`config.mk`:
```
export PLATFORM = sky130hd
export DESIGN_NAME = source_text_tokenizer
export DESIGN_NICKNAME = d
export VERILOG_FILES = /design/src/rtl/stt_pkg.sv /design/src/rtl/stt_front.sv /design/src/rtl/stt_queue.sv /design/src/rtl/stt_back.sv /design/src/rtl/source_text_tokenizer.sv
export SDC_FILE = /design/constraint.sdc
export NUM_CORES = 1
export LEC_CHECK = 0
export BUFFER_PORTS_ARGS = -buffer_cell sky130_fd_sc_hd__buf_2
export CORE_MARGIN = 2
export CORE_UTILIZATION = 40
export DETAILED_ROUTE_END_ITERATION = 7
export PLACE_DENSITY = 0.61
export RECOVER_POWER = 50
export REMOVE_ABC_BUFFERS = 1
export SYNTH_ARGS = -nofsm -noshare
export SYNTH_HDL_FRONTEND = slang
export SYNTH_HIERARCHICAL = 1
export SYNTH_SLANG_ARGS = --single-unit
```
`constraint.sdc`:
```
create_clock -name clk -period 13.2 [get_ports clk]
set_input_delay 2.64 -clock clk [delete_from_list [all_inputs] [get_ports clk]]
set_output_delay 2.64 -clock clk [all_outputs]
set_load 0.005 [all_outputs]
```
`src/rtl/stt_pkg.sv`:
```
// ----------------------------------------------------------------------------
// stt_pkg
// Types, codes and helpers shared by the source text tokenizer modules.
// ----------------------------------------------------------------------------
package stt_pkg;

  localparam int LINE_WIDTH_DEF = 16;
  localparam int LINE_OUT_W     = 16;
  localparam int SLOTS          = 4;
  localparam int SLOT_IDX_W     = 2;
  localparam int QDEPTH         = 4;
  localparam int QPTR_W         = 2;
  localparam int QCNT_W         = 3;

  // token classes
  localparam logic [3:0] CLS_WS       = 4'd0;
  localparam logic [3:0] CLS_INT      = 4'd1;
  localparam logic [3:0] CLS_DBL      = 4'd2;
  localparam logic [3:0] CLS_STR      = 4'd3;
  localparam logic [3:0] CLS_IDENT    = 4'd4;
  localparam logic [3:0] CLS_COMMENT  = 4'd5;
  localparam logic [3:0] CLS_DOT      = 4'd6;
  localparam logic [3:0] CLS_DOT_MORE = 4'd7;
  localparam logic [3:0] CLS_ESC      = 4'd8;

  // result kinds
  localparam logic [1:0] K_TEXT = 2'd0;
  localparam logic [1:0] K_END  = 2'd1;
  localparam logic [1:0] K_ERR  = 2'd2;

  // token types
  localparam logic [2:0] TT_INT     = 3'd0;
  localparam logic [2:0] TT_DBL     = 3'd1;
  localparam logic [2:0] TT_STR     = 3'd2;
  localparam logic [2:0] TT_IDENT   = 3'd3;
  localparam logic [2:0] TT_OP      = 3'd4;
  localparam logic [2:0] TT_COMMENT = 3'd5;

  // characters
  localparam logic [7:0] CH_DOT   = 8'h2E;
  localparam logic [7:0] CH_SLASH = 8'h2F;
  localparam logic [7:0] CH_QUOTE = 8'h22;
  localparam logic [7:0] CH_BSL   = 8'h5C;
  localparam logic [7:0] CH_N     = 8'h6E;
  localparam logic [7:0] CH_R     = 8'h72;
  localparam logic [7:0] CH_T     = 8'h74;
  localparam logic [7:0] CH_LF    = 8'h0A;
  localparam logic [7:0] CH_CR    = 8'h0D;
  localparam logic [7:0] CH_TAB   = 8'h09;
  localparam logic [7:0] CH_SPACE = 8'h20;
  localparam logic [7:0] CH_0     = 8'h30;
  localparam logic [7:0] CH_9     = 8'h39;

  typedef struct packed {
    logic       cmd;
    logic [7:0] char_value;
  } in_t;

  typedef struct packed {
    logic [1:0]            kind;
    logic [7:0]            out_char;
    logic [2:0]            token_type;
    logic [LINE_OUT_W-1:0] line_number;
    logic                  last;
  } out_t;

  typedef struct packed {
    logic [1:0] kind;
    logic [7:0] ch;
    logic [2:0] typ;
  } slot_t;

  // all results caused by one input beat
  typedef struct packed {
    slot_t [SLOTS-1:0]     slots;
    logic [SLOT_IDX_W-1:0] last_idx;
    logic [LINE_OUT_W-1:0] line;
  } bundle_t;

  typedef struct packed {
    logic    valid;
    bundle_t bundle;
  } qport_t;

  function automatic slot_t mk_slot(logic [1:0] kind, logic [7:0] ch, logic [2:0] typ);
    slot_t s;
    s.kind = kind;
    s.ch   = ch;
    s.typ  = typ;
    return s;
  endfunction

endpackage

```
`src/rtl/stt_front.sv`:
```
// ----------------------------------------------------------------------------
// stt_front
// Classifies each input beat, updates token state and builds its result bundle.
// ----------------------------------------------------------------------------
module stt_front #(
  parameter int LINE_WIDTH = stt_pkg::LINE_WIDTH_DEF
) (
  input  logic           clk,
  input  logic           rst_n,
  input  logic           in_valid,
  output logic           in_ready,
  input  stt_pkg::in_t   in_data,
  output stt_pkg::qport_t push,
  input  logic           push_ready
);

  logic [3:0]            cls_r, cls_nxt;
  logic [LINE_WIDTH-1:0] line_r, line_nxt;
  logic                  err_r, err_nxt;
  logic                  held_r, held_nxt;

  logic [stt_pkg::LINE_OUT_W-1:0]           line_shown;
  stt_pkg::slot_t [stt_pkg::SLOTS-1:0]      slots;
  logic [2:0]                               n;
  logic                                     close_ok;
  logic [2:0]                               close_typ;
  logic                                     accept;

  generate
    if (LINE_WIDTH > stt_pkg::LINE_OUT_W) begin : g_sat
      assign line_shown = (|line_r[LINE_WIDTH-1:stt_pkg::LINE_OUT_W]) ? '1 :
                          line_r[stt_pkg::LINE_OUT_W-1:0];
    end else begin : g_ext
      assign line_shown = stt_pkg::LINE_OUT_W'(line_r);
    end
  endgenerate

  always_comb begin
    close_ok  = 1'b1;
    close_typ = stt_pkg::TT_INT;
    case (cls_r)
      stt_pkg::CLS_INT:      close_typ = stt_pkg::TT_INT;
      stt_pkg::CLS_DBL:      close_typ = stt_pkg::TT_DBL;
      stt_pkg::CLS_DOT_MORE: close_typ = stt_pkg::TT_DBL;
      stt_pkg::CLS_STR:      close_typ = stt_pkg::TT_STR;
      stt_pkg::CLS_ESC:      close_typ = stt_pkg::TT_STR;
      stt_pkg::CLS_IDENT:    close_typ = stt_pkg::TT_IDENT;
      stt_pkg::CLS_COMMENT:  close_typ = stt_pkg::TT_COMMENT;
      stt_pkg::CLS_DOT:      close_typ = stt_pkg::TT_OP;
      default:               close_ok  = 1'b0;
    endcase
  end

  always_comb begin
    logic       flush;
    logic [7:0] c;
    logic       lit;
    logic       skip;
    logic       esc_ok;
    logic [7:0] esc_ch;

    slots    = '0;
    n        = '0;
    cls_nxt  = cls_r;
    line_nxt = line_r;
    err_nxt  = err_r;
    held_nxt = held_r;
    flush    = in_data.cmd;
    c        = in_data.char_value;
    lit      = (cls_r == stt_pkg::CLS_STR) || (cls_r == stt_pkg::CLS_COMMENT);
    skip     = 1'b0;
    esc_ok   = 1'b1;
    esc_ch   = '0;

    case (c)
      stt_pkg::CH_N:   esc_ch = stt_pkg::CH_LF;
      stt_pkg::CH_R:   esc_ch = stt_pkg::CH_CR;
      stt_pkg::CH_T:   esc_ch = stt_pkg::CH_TAB;
      stt_pkg::CH_BSL: esc_ch = stt_pkg::CH_BSL;
      default:         esc_ok = 1'b0;
    endcase

    if (err_r) begin
      slots[0] = stt_pkg::mk_slot(stt_pkg::K_ERR, flush ? 8'h00 : c, stt_pkg::TT_INT);
      n = 3'd1;
    end else begin
      if (held_r) begin
        held_nxt = 1'b0;
        if (!flush && c == stt_pkg::CH_SLASH) begin
          cls_nxt = stt_pkg::CLS_COMMENT;
          skip    = 1'b1;
        end else begin
          slots[0] = stt_pkg::mk_slot(stt_pkg::K_TEXT, stt_pkg::CH_SLASH, stt_pkg::TT_INT);
          slots[1] = stt_pkg::mk_slot(stt_pkg::K_END, 8'h00, stt_pkg::TT_OP);
          n = 3'd2;
        end
      end

      if (!skip) begin
        if (flush) begin
          if (close_ok) begin
            slots[n[1:0]] = stt_pkg::mk_slot(stt_pkg::K_END, 8'h00, close_typ);
            n = n + 3'd1;
          end
          cls_nxt = stt_pkg::CLS_WS;
        end else if (cls_r == stt_pkg::CLS_ESC) begin
          if (esc_ok) begin
            cls_nxt = stt_pkg::CLS_STR;
            slots[n[1:0]] = stt_pkg::mk_slot(stt_pkg::K_TEXT, esc_ch, stt_pkg::TT_INT);
            n = n + 3'd1;
          end else begin
            err_nxt = 1'b1;
            cls_nxt = stt_pkg::CLS_WS;
            slots[n[1:0]] = stt_pkg::mk_slot(stt_pkg::K_ERR, c, stt_pkg::TT_INT);
            n = n + 3'd1;
          end
        end else if (c == stt_pkg::CH_LF || c == stt_pkg::CH_CR) begin
          if (close_ok) begin
            slots[n[1:0]] = stt_pkg::mk_slot(stt_pkg::K_END, 8'h00, close_typ);
            n = n + 3'd1;
          end
          cls_nxt = stt_pkg::CLS_WS;
          if (line_r != '1) begin
            line_nxt = line_r + LINE_WIDTH'(1);
          end
        end else if ((lit && c != stt_pkg::CH_QUOTE && c != stt_pkg::CH_BSL) ||
                     cls_r == stt_pkg::CLS_COMMENT) begin
          slots[n[1:0]] = stt_pkg::mk_slot(stt_pkg::K_TEXT, c, stt_pkg::TT_INT);
          n = n + 3'd1;
        end else if (c >= stt_pkg::CH_0 && c <= stt_pkg::CH_9) begin
          if (cls_r == stt_pkg::CLS_WS) begin
            cls_nxt = stt_pkg::CLS_INT;
          end else if (cls_r == stt_pkg::CLS_DOT) begin
            cls_nxt = stt_pkg::CLS_DBL;
          end
          slots[n[1:0]] = stt_pkg::mk_slot(stt_pkg::K_TEXT, c, stt_pkg::TT_INT);
          n = n + 3'd1;
        end else if (c == stt_pkg::CH_DOT && cls_r == stt_pkg::CLS_WS) begin
          cls_nxt = stt_pkg::CLS_DOT;
          slots[n[1:0]] = stt_pkg::mk_slot(stt_pkg::K_TEXT, c, stt_pkg::TT_INT);
          n = n + 3'd1;
        end else if (c == stt_pkg::CH_DOT && cls_r == stt_pkg::CLS_INT) begin
          cls_nxt = stt_pkg::CLS_DBL;
          slots[n[1:0]] = stt_pkg::mk_slot(stt_pkg::K_TEXT, c, stt_pkg::TT_INT);
          n = n + 3'd1;
        end else if (c inside {stt_pkg::CH_DOT, 8'h7B, 8'h7D, 8'h28, 8'h29, 8'h3D,
                               8'h2D, 8'h2C, 8'h3B} ||
                     (c == stt_pkg::CH_BSL && cls_r != stt_pkg::CLS_STR)) begin
          // single-character operator
          if (close_ok) begin
            slots[n[1:0]] = stt_pkg::mk_slot(stt_pkg::K_END, 8'h00, close_typ);
            n = n + 3'd1;
          end
          cls_nxt = stt_pkg::CLS_WS;
          slots[n[1:0]] = stt_pkg::mk_slot(stt_pkg::K_TEXT, c, stt_pkg::TT_INT);
          n = n + 3'd1;
          slots[n[1:0]] = stt_pkg::mk_slot(stt_pkg::K_END, 8'h00, stt_pkg::TT_OP);
          n = n + 3'd1;
        end else if (c == stt_pkg::CH_BSL) begin
          cls_nxt = stt_pkg::CLS_ESC;
        end else if (c == stt_pkg::CH_SPACE || c == stt_pkg::CH_TAB ||
                     c == stt_pkg::CH_QUOTE || c == stt_pkg::CH_SLASH) begin
          if (close_ok) begin
            slots[n[1:0]] = stt_pkg::mk_slot(stt_pkg::K_END, 8'h00, close_typ);
            n = n + 3'd1;
          end
          cls_nxt = stt_pkg::CLS_WS;
          if (c == stt_pkg::CH_QUOTE && cls_r != stt_pkg::CLS_STR) begin
            cls_nxt = stt_pkg::CLS_STR;
            slots[n[1:0]] = stt_pkg::mk_slot(stt_pkg::K_TEXT, c, stt_pkg::TT_INT);
            n = n + 3'd1;
          end
          if (c == stt_pkg::CH_SLASH) begin
            held_nxt = 1'b1;
          end
        end else begin
          if (cls_r == stt_pkg::CLS_WS || cls_r == stt_pkg::CLS_INT ||
              cls_r == stt_pkg::CLS_DBL) begin
            if (close_ok) begin
              slots[n[1:0]] = stt_pkg::mk_slot(stt_pkg::K_END, 8'h00, close_typ);
              n = n + 3'd1;
            end
            cls_nxt = stt_pkg::CLS_IDENT;
          end else if (cls_r == stt_pkg::CLS_DOT) begin
            cls_nxt = stt_pkg::CLS_DOT_MORE;
          end
          slots[n[1:0]] = stt_pkg::mk_slot(stt_pkg::K_TEXT, c, stt_pkg::TT_INT);
          n = n + 3'd1;
        end
      end
    end
  end

  assign in_ready            = push_ready;
  assign accept              = in_valid && in_ready;
  assign push.valid          = in_valid && (n != 3'd0);
  assign push.bundle.slots   = slots;
  assign push.bundle.last_idx = stt_pkg::SLOT_IDX_W'(n - 3'd1);
  assign push.bundle.line    = line_shown;

  always_ff @(posedge clk) begin
    if (!rst_n) begin
      cls_r  <= stt_pkg::CLS_WS;
      line_r <= LINE_WIDTH'(1);
      err_r  <= 1'b0;
      held_r <= 1'b0;
    end else if (accept) begin
      cls_r  <= cls_nxt;
      line_r <= line_nxt;
      err_r  <= err_nxt;
      held_r <= held_nxt;
    end
  end

endmodule

```
`src/rtl/stt_queue.sv`:
```
// ----------------------------------------------------------------------------
// stt_queue
// Short FIFO of result bundles between the front and back parts.
// ----------------------------------------------------------------------------
module stt_queue (
  input  logic            clk,
  input  logic            rst_n,
  input  stt_pkg::qport_t push,
  output logic            push_ready,
  output stt_pkg::qport_t head,
  input  logic            pop
);

  stt_pkg::bundle_t                  mem_r [stt_pkg::QDEPTH];
  logic [stt_pkg::QPTR_W-1:0]        wr_r, wr_nxt;
  logic [stt_pkg::QPTR_W-1:0]        rd_r, rd_nxt;
  logic [stt_pkg::QCNT_W-1:0]        cnt_r, cnt_nxt;
  logic                              do_push;
  logic                              do_pop;

  assign push_ready  = (cnt_r != stt_pkg::QCNT_W'(stt_pkg::QDEPTH));
  assign do_push     = push.valid && push_ready;
  assign do_pop      = pop && (cnt_r != '0);
  assign head.valid  = (cnt_r != '0);
  assign head.bundle = mem_r[rd_r];

  always_comb begin
    wr_nxt  = do_push ? wr_r + 1'b1 : wr_r;
    rd_nxt  = do_pop ? rd_r + 1'b1 : rd_r;
    cnt_nxt = cnt_r;
    if (do_push && !do_pop) begin
      cnt_nxt = cnt_r + 1'b1;
    end else if (!do_push && do_pop) begin
      cnt_nxt = cnt_r - 1'b1;
    end
  end

  always_ff @(posedge clk) begin
    if (do_push) begin
      mem_r[wr_r] <= push.bundle;
    end
  end

  always_ff @(posedge clk) begin
    if (!rst_n) begin
      wr_r  <= '0;
      rd_r  <= '0;
      cnt_r <= '0;
    end else begin
      wr_r  <= wr_nxt;
      rd_r  <= rd_nxt;
      cnt_r <= cnt_nxt;
    end
  end

endmodule

```
`src/rtl/stt_back.sv`:
```
// ----------------------------------------------------------------------------
// stt_back
// Walks the head bundle one result per cycle into the output register, unless the output is stalled.
// ----------------------------------------------------------------------------
module stt_back (
  input  logic            clk,
  input  logic            rst_n,
  input  stt_pkg::qport_t head,
  output logic            pop,
  output logic            out_valid,
  input  logic            out_ready,
  output stt_pkg::out_t   out_data
);

  logic [stt_pkg::SLOT_IDX_W-1:0] idx_r, idx_nxt;
  logic                           out_valid_r, out_valid_nxt;
  stt_pkg::out_t                  out_data_r, out_data_nxt;
  stt_pkg::slot_t                 cur;
  logic                           is_last;
  logic                           load;

  assign cur     = head.bundle.slots[idx_r];
  assign is_last = (idx_r == head.bundle.last_idx);
  assign load    = head.valid && (!out_valid_r || out_ready);
  assign pop     = load && is_last;

  always_comb begin
    idx_nxt       = idx_r;
    out_valid_nxt = out_valid_r && !out_ready;
    out_data_nxt  = out_data_r;
    if (load) begin
      idx_nxt                  = is_last ? '0 : idx_r + 1'b1;
      out_valid_nxt            = 1'b1;
      out_data_nxt.kind        = cur.kind;
      out_data_nxt.out_char    = cur.ch;
      out_data_nxt.token_type  = cur.typ;
      out_data_nxt.line_number = (cur.kind == stt_pkg::K_TEXT) ? '0 : head.bundle.line;
      out_data_nxt.last        = is_last;
    end
  end

  always_ff @(posedge clk) begin
    out_data_r <= out_data_nxt;
  end

  always_ff @(posedge clk) begin
    if (!rst_n) begin
      idx_r       <= '0;
      out_valid_r <= 1'b0;
    end else begin
      idx_r       <= idx_nxt;
      out_valid_r <= out_valid_nxt;
    end
  end

  assign out_valid = out_valid_r;
  assign out_data  = out_data_r;

endmodule

```
`src/rtl/source_text_tokenizer.sv`:
```
// ----------------------------------------------------------------------------
// source_text_tokenizer
// Streaming tokenizer: one source byte or flush command in, token text and
// token-end beats out.
// ----------------------------------------------------------------------------
// Usage:
//   in_*  : one beat per source byte (cmd 0) or flush of the open token (cmd 1).
//   out_* : result beats - token text character, token end with type and line,
//           or escape error. The final beat caused by an input carries last.
//   An input beat may cause no result (e.g. a held '/', a space, a backslash inside a string).
// Throughput: the front takes one input beat per cycle while its bundle queue
//   (4 entries) has room; the back sends one result per cycle while results
//   are queued and out_ready is high. An input causes 0 to 4 results.
// Path: an accepted input's bundle is written into the queue, and its results
//   are then loaded one at a time into the output register and presented
//   from there.
// Reset (rst_n low, synchronous): no open token, line count one, error cleared,
//   queue and output emptied.
// Stall: while out_ready is low the output beat holds; the queue fills and then
//   in_ready drops until results drain.
// ----------------------------------------------------------------------------
module source_text_tokenizer #(
  parameter int LINE_WIDTH = stt_pkg::LINE_WIDTH_DEF
) (
  input  logic          clk,
  input  logic          rst_n,
  input  logic          in_valid,
  output logic          in_ready,
  input  stt_pkg::in_t  in_data,
  output logic          out_valid,
  input  logic          out_ready,
  output stt_pkg::out_t out_data
);

  stt_pkg::qport_t push;
  stt_pkg::qport_t head;
  logic            push_ready;
  logic            pop;

  stt_front #(
    .LINE_WIDTH(LINE_WIDTH)
  ) u_front (
    .clk       (clk),
    .rst_n     (rst_n),
    .in_valid  (in_valid),
    .in_ready  (in_ready),
    .in_data   (in_data),
    .push      (push),
    .push_ready(push_ready)
  );

  stt_queue u_queue (
    .clk       (clk),
    .rst_n     (rst_n),
    .push      (push),
    .push_ready(push_ready),
    .head      (head),
    .pop       (pop)
  );

  stt_back u_back (
    .clk      (clk),
    .rst_n    (rst_n),
    .head     (head),
    .pop      (pop),
    .out_valid(out_valid),
    .out_ready(out_ready),
    .out_data (out_data)
  );

endmodule

```
==> impl_results.md <==
- Wirelength per Cell: 21.9 um
- Instance area after placement: 0.0162 mm2
- Leakage: 5.48 nW
- Cts repair resizes: 0
- Count of buffers inserted at the top-level ports: 44
- Number of global-route vias before repair: 8,985
- FF-to-FF End: u_back/out_data[4]
- Total count of max-transition violations in the final report: 105
- Area of the multi-input gates: 0.00504 mm2
- Number of nets still failing antenna checks after routing: 0
- Final weighted congestion in routability-driven placement: 0.923
- Synthesized instance count: 1,011
- Iteration count of the initial detailed-routing pass: 5
- Detailed-route vias per instance: 5.67
- Clock-pin slew on the worst setup and hold paths: 0.06 ns
- Leading post-synthesis cells by instance count: sky130_fd_sc_hd__edfxtp_1 (310), sky130_fd_sc_hd__mux4_2 (83), sky130_fd_sc_hd__nand2_1 (57)
- Final Total Pwr: 2.90 mW
- Crit start category: primary input
- Fraction of layout instances using a drive strength above 1: 18.8%
- Summed area of non-filler cells in the final layout: 0.0173 mm2
- Post-CTS Repair Setup Buffers: 0
- Seq/Total Area, Yosys: 64.0%
- # fillers: 3,474
- Avg Cell Area, Syn: 15.4 um2
- Worst setup skew after layout: 0.0172 ns
- TNS Setup: 0 ns
- Number of cell instances on the worst register-to-register path: 5
- Pre-CTS worst setup slack: 5.99 ns
- Worst slew slack as a fraction of its limit: -92.0%
- Destination of the worst hold path: u_queue/wr_r[0]
- CTS Buf Count: 35
- Run status: finished, violations left
- H-tree depth: 2
- Netlist cell types: 84
- Number of antenna violations at the first check in global routing: 0
- Fmax achieved: 0.129 GHz
- Start point of the worst min-delay path: u_queue/wr_r[0]
- Die Y: 201 um
- Final-stage net count: 1,077
- Post-detail-place hpwl: 22,200 um
- Layout overhead on the synthesized area: 10.9%
- Total overflow reported by the global router: 0
- Post-synth top area share: 59.7%
- Cell total after placement: 1,527
- Main area contributors after synthesis: sky130_fd_sc_hd__edfxtp_1 (60%), sky130_fd_sc_hd__mux4_2 (12%), sky130_fd_sc_hd__dfxtp_1 (4.4%), sky130_fd_sc_hd__and2_1 (1.4%), sky130_fd_sc_hd__nand2_1 (1.4%)
- Asr flop ratio synth: 0%
- Global-route wire length before repair: 54,300 um
- Cell taking the most area after synthesis: sky130_fd_sc_hd__edfxtp_1
- Number of remaining DRC errors: 0
- Clock sink total: 344
- Most common cell in the netlist: sky130_fd_sc_hd__edfxtp_1
- Via count of the routed design: 9,012
- Area of the die: 0.0406 mm2
- Arrival time at the worst endpoint: 7.89 ns
- DRC marker count from the first detailed-route iteration: 874
- Data required time of the worst path: 13.34 ns
- Peak fanout along the critical path: 51
- Yosys warns: 6
- Final number of setup-violating endpoints: 0
- Storage element area: 0.00999 mm2
- Final design utilization: 44.9%
- Hold buffer count at cts: 0
- Clock Path Buffers: 3
- Worst-Margin Slew: 2.88 ns
- RSZ-0062 raised after global routing: false
- I/O pin total: 45
- CP Class: in2reg
- Final critical path time including I/O delays and setup: 7.75 ns
- Total power divided by cell area: 168 mW/mm2
- Critical Path Sink Type: register
- Violations in the final reports: capacitance limit, slew limit
- Seq cells post-synth: 344
- Clock latency on the worst-skew pair: 0.52 ns
- Number of maximum-capacitance violations: 3
- Floorplan Core Area: 0.0386 mm2
- Highest ir drop seen on vdd: 0.118 mV
- Clock root buffer master: sky130_fd_sc_hd__clkbuf_16
- Min-delay worst type: reg2reg
- Std-Cell Rows: 72
- Setup slack, reg-to-reg: 6.42 ns
- Total Routing Usage GR: 17.4%
- Final worst hold slack: 0.515 ns
- Fraction of the cycle the final worst path needs: 58.7%
- Commonest register cell after synthesis: sky130_fd_sc_hd__edfxtp_1
- ANT cells: 0
- Number of cells on the worst hold path: 2
- Starting density of the core: 40.5%
- Number of hold violations in the final report: 0
- TritonCTS clock tree: yes
- Worst path setup slack after routing: 5.45 ns
- WL final: 34,900 um
- Number of enable flip-flop cells after synthesis: 310
- Largest net degree at the start of global routing: 71
- Post-synthesis cell area: 0.0156 mm2
- Die width: 201 um
- Number of non-filler instances in the completed layout: 1,590
==> where the power goes <==
| part | internal [mW] | switching (mW) | leakage, nW |
|---|---|---|---|
| clock | 0.627 | 0.401 | 0.582 |
| combinational | 0.212 | 0.259 | 1.82 |
| sequential | 1.35 | 0.0523 | 3.08 |
| total | 2.19 | 0.712 | 5.48 |
==> cell usage in the layout, fill, tap and decap left out, drive strengths merged, types with 5 or more instances in the layout <==
cell type  instances
nand2b             6
inv               22
a21boi            14
o21ai             44
bufinv             6
and2              38
nand2             57
nand3b             5
and4               6
nor3              16
a21oi             43
nand3             21
conb               6
mux4              83
mux2i              5
o31ai              6
clkbuf            71
and3               9
or3               11
buf               38
nor2              36
a31oi             16
dfxtp             34
nand4             12
ha                17
xor2               9
a211oi             5
xnor2             11
nor2b             23
edfxtp           310
nor3b              9
clkinv             8
==> critical path, stage by stage <==
cell	delay, ns
sky130_fd_sc_hd__clkbuf_1	0.63
sky130_fd_sc_hd__nor4b_1	0.16
sky130_fd_sc_hd__nand4_1	0.14
sky130_fd_sc_hd__clkbuf_1	0.70
sky130_fd_sc_hd__a31oi_1	0.51
sky130_fd_sc_hd__nand2_1	0.43
sky130_fd_sc_hd__o21ai_0	0.12
sky130_fd_sc_hd__nand2_1	0.08
sky130_fd_sc_hd__a22oi_1	0.10
sky130_fd_sc_hd__ha_1	0.22
sky130_fd_sc_hd__a21boi_0	0.17
sky130_fd_sc_hd__a21boi_0	0.76
sky130_fd_sc_hd__and2_4	0.48
sky130_fd_sc_hd__buf_4	0.65
==> cell families after synthesis <==
group	after synthesis	synth area share (%)
adders and majority gates	18	1.49
buffers and inverters	92	3.60
xor gates and xnor gates	20	1.12
and+or+nand+nor	265	9.45
other	1	0.0240
DFF	344	64.0
AOI/OAI and AO/OA	181	7.81
muxes	90	12.4
==> layer usage <==
metal	vias up	GRT usage (%)	part of all wire, %
li1	4049	-	-
met1	4636	24.1	44
met2	264	28.3	49
met3	63	2.82	5.3
met4	0	5.44	2.4
met5	-	0	0
==> registers in the layout, summed over array words and instances (netlist names), named ones only <==
| register | flops |
|---|---|
| u_queue/cnt_r | 3 |
| u_front/err_r | 1 |
| u_back/idx_r | 2 |
| u_front/held_r | 1 |
| u_queue/wr_r | 2 |
| u_queue/rd_r | 2 |
| u_front/cls_r | 4 |
| u_back/out_valid | 1 |
| u_queue/mem_r | 280 |
| u_front/line_r | 16 |
| u_back/out_data | 30 |
==> cell type report <==
type	count	area share [%]
clock inverters	18	1.51
clock buffers	45	5.46
multi-input cells	580	29.2
repair buffers	64	1.90
flip-flops and latches	344	57.8
well taps	518	3.75
inverters	21	0.456
==> worst max path at each step <==
| stage | startpoint | cells past startpoint | end | slack (ns) |
|---|---|---|---|---|
| 3_3_place_gp | in_data[4] | 14 | u_queue/mem_r[1][40] | 6.03 |
| 5_1_grt | in_data[0] | 12 | u_queue/mem_r[1][34] | 4.90 |
| 4_1_cts | in_data[5] | 14 | u_queue/mem_r[3][51] | 6.51 |
| 6_report | in_data[0] | 14 | u_queue/mem_r[3][60] | 5.45 |
| 2_1_floorplan | in_data[4] | 9 | u_queue/mem_r[0][0] | 5.83 |
| 3_5_place_dp | in_data[5] | 14 | u_queue/mem_r[3][40] | 5.99 |
(Power assumes the default switching activity.)
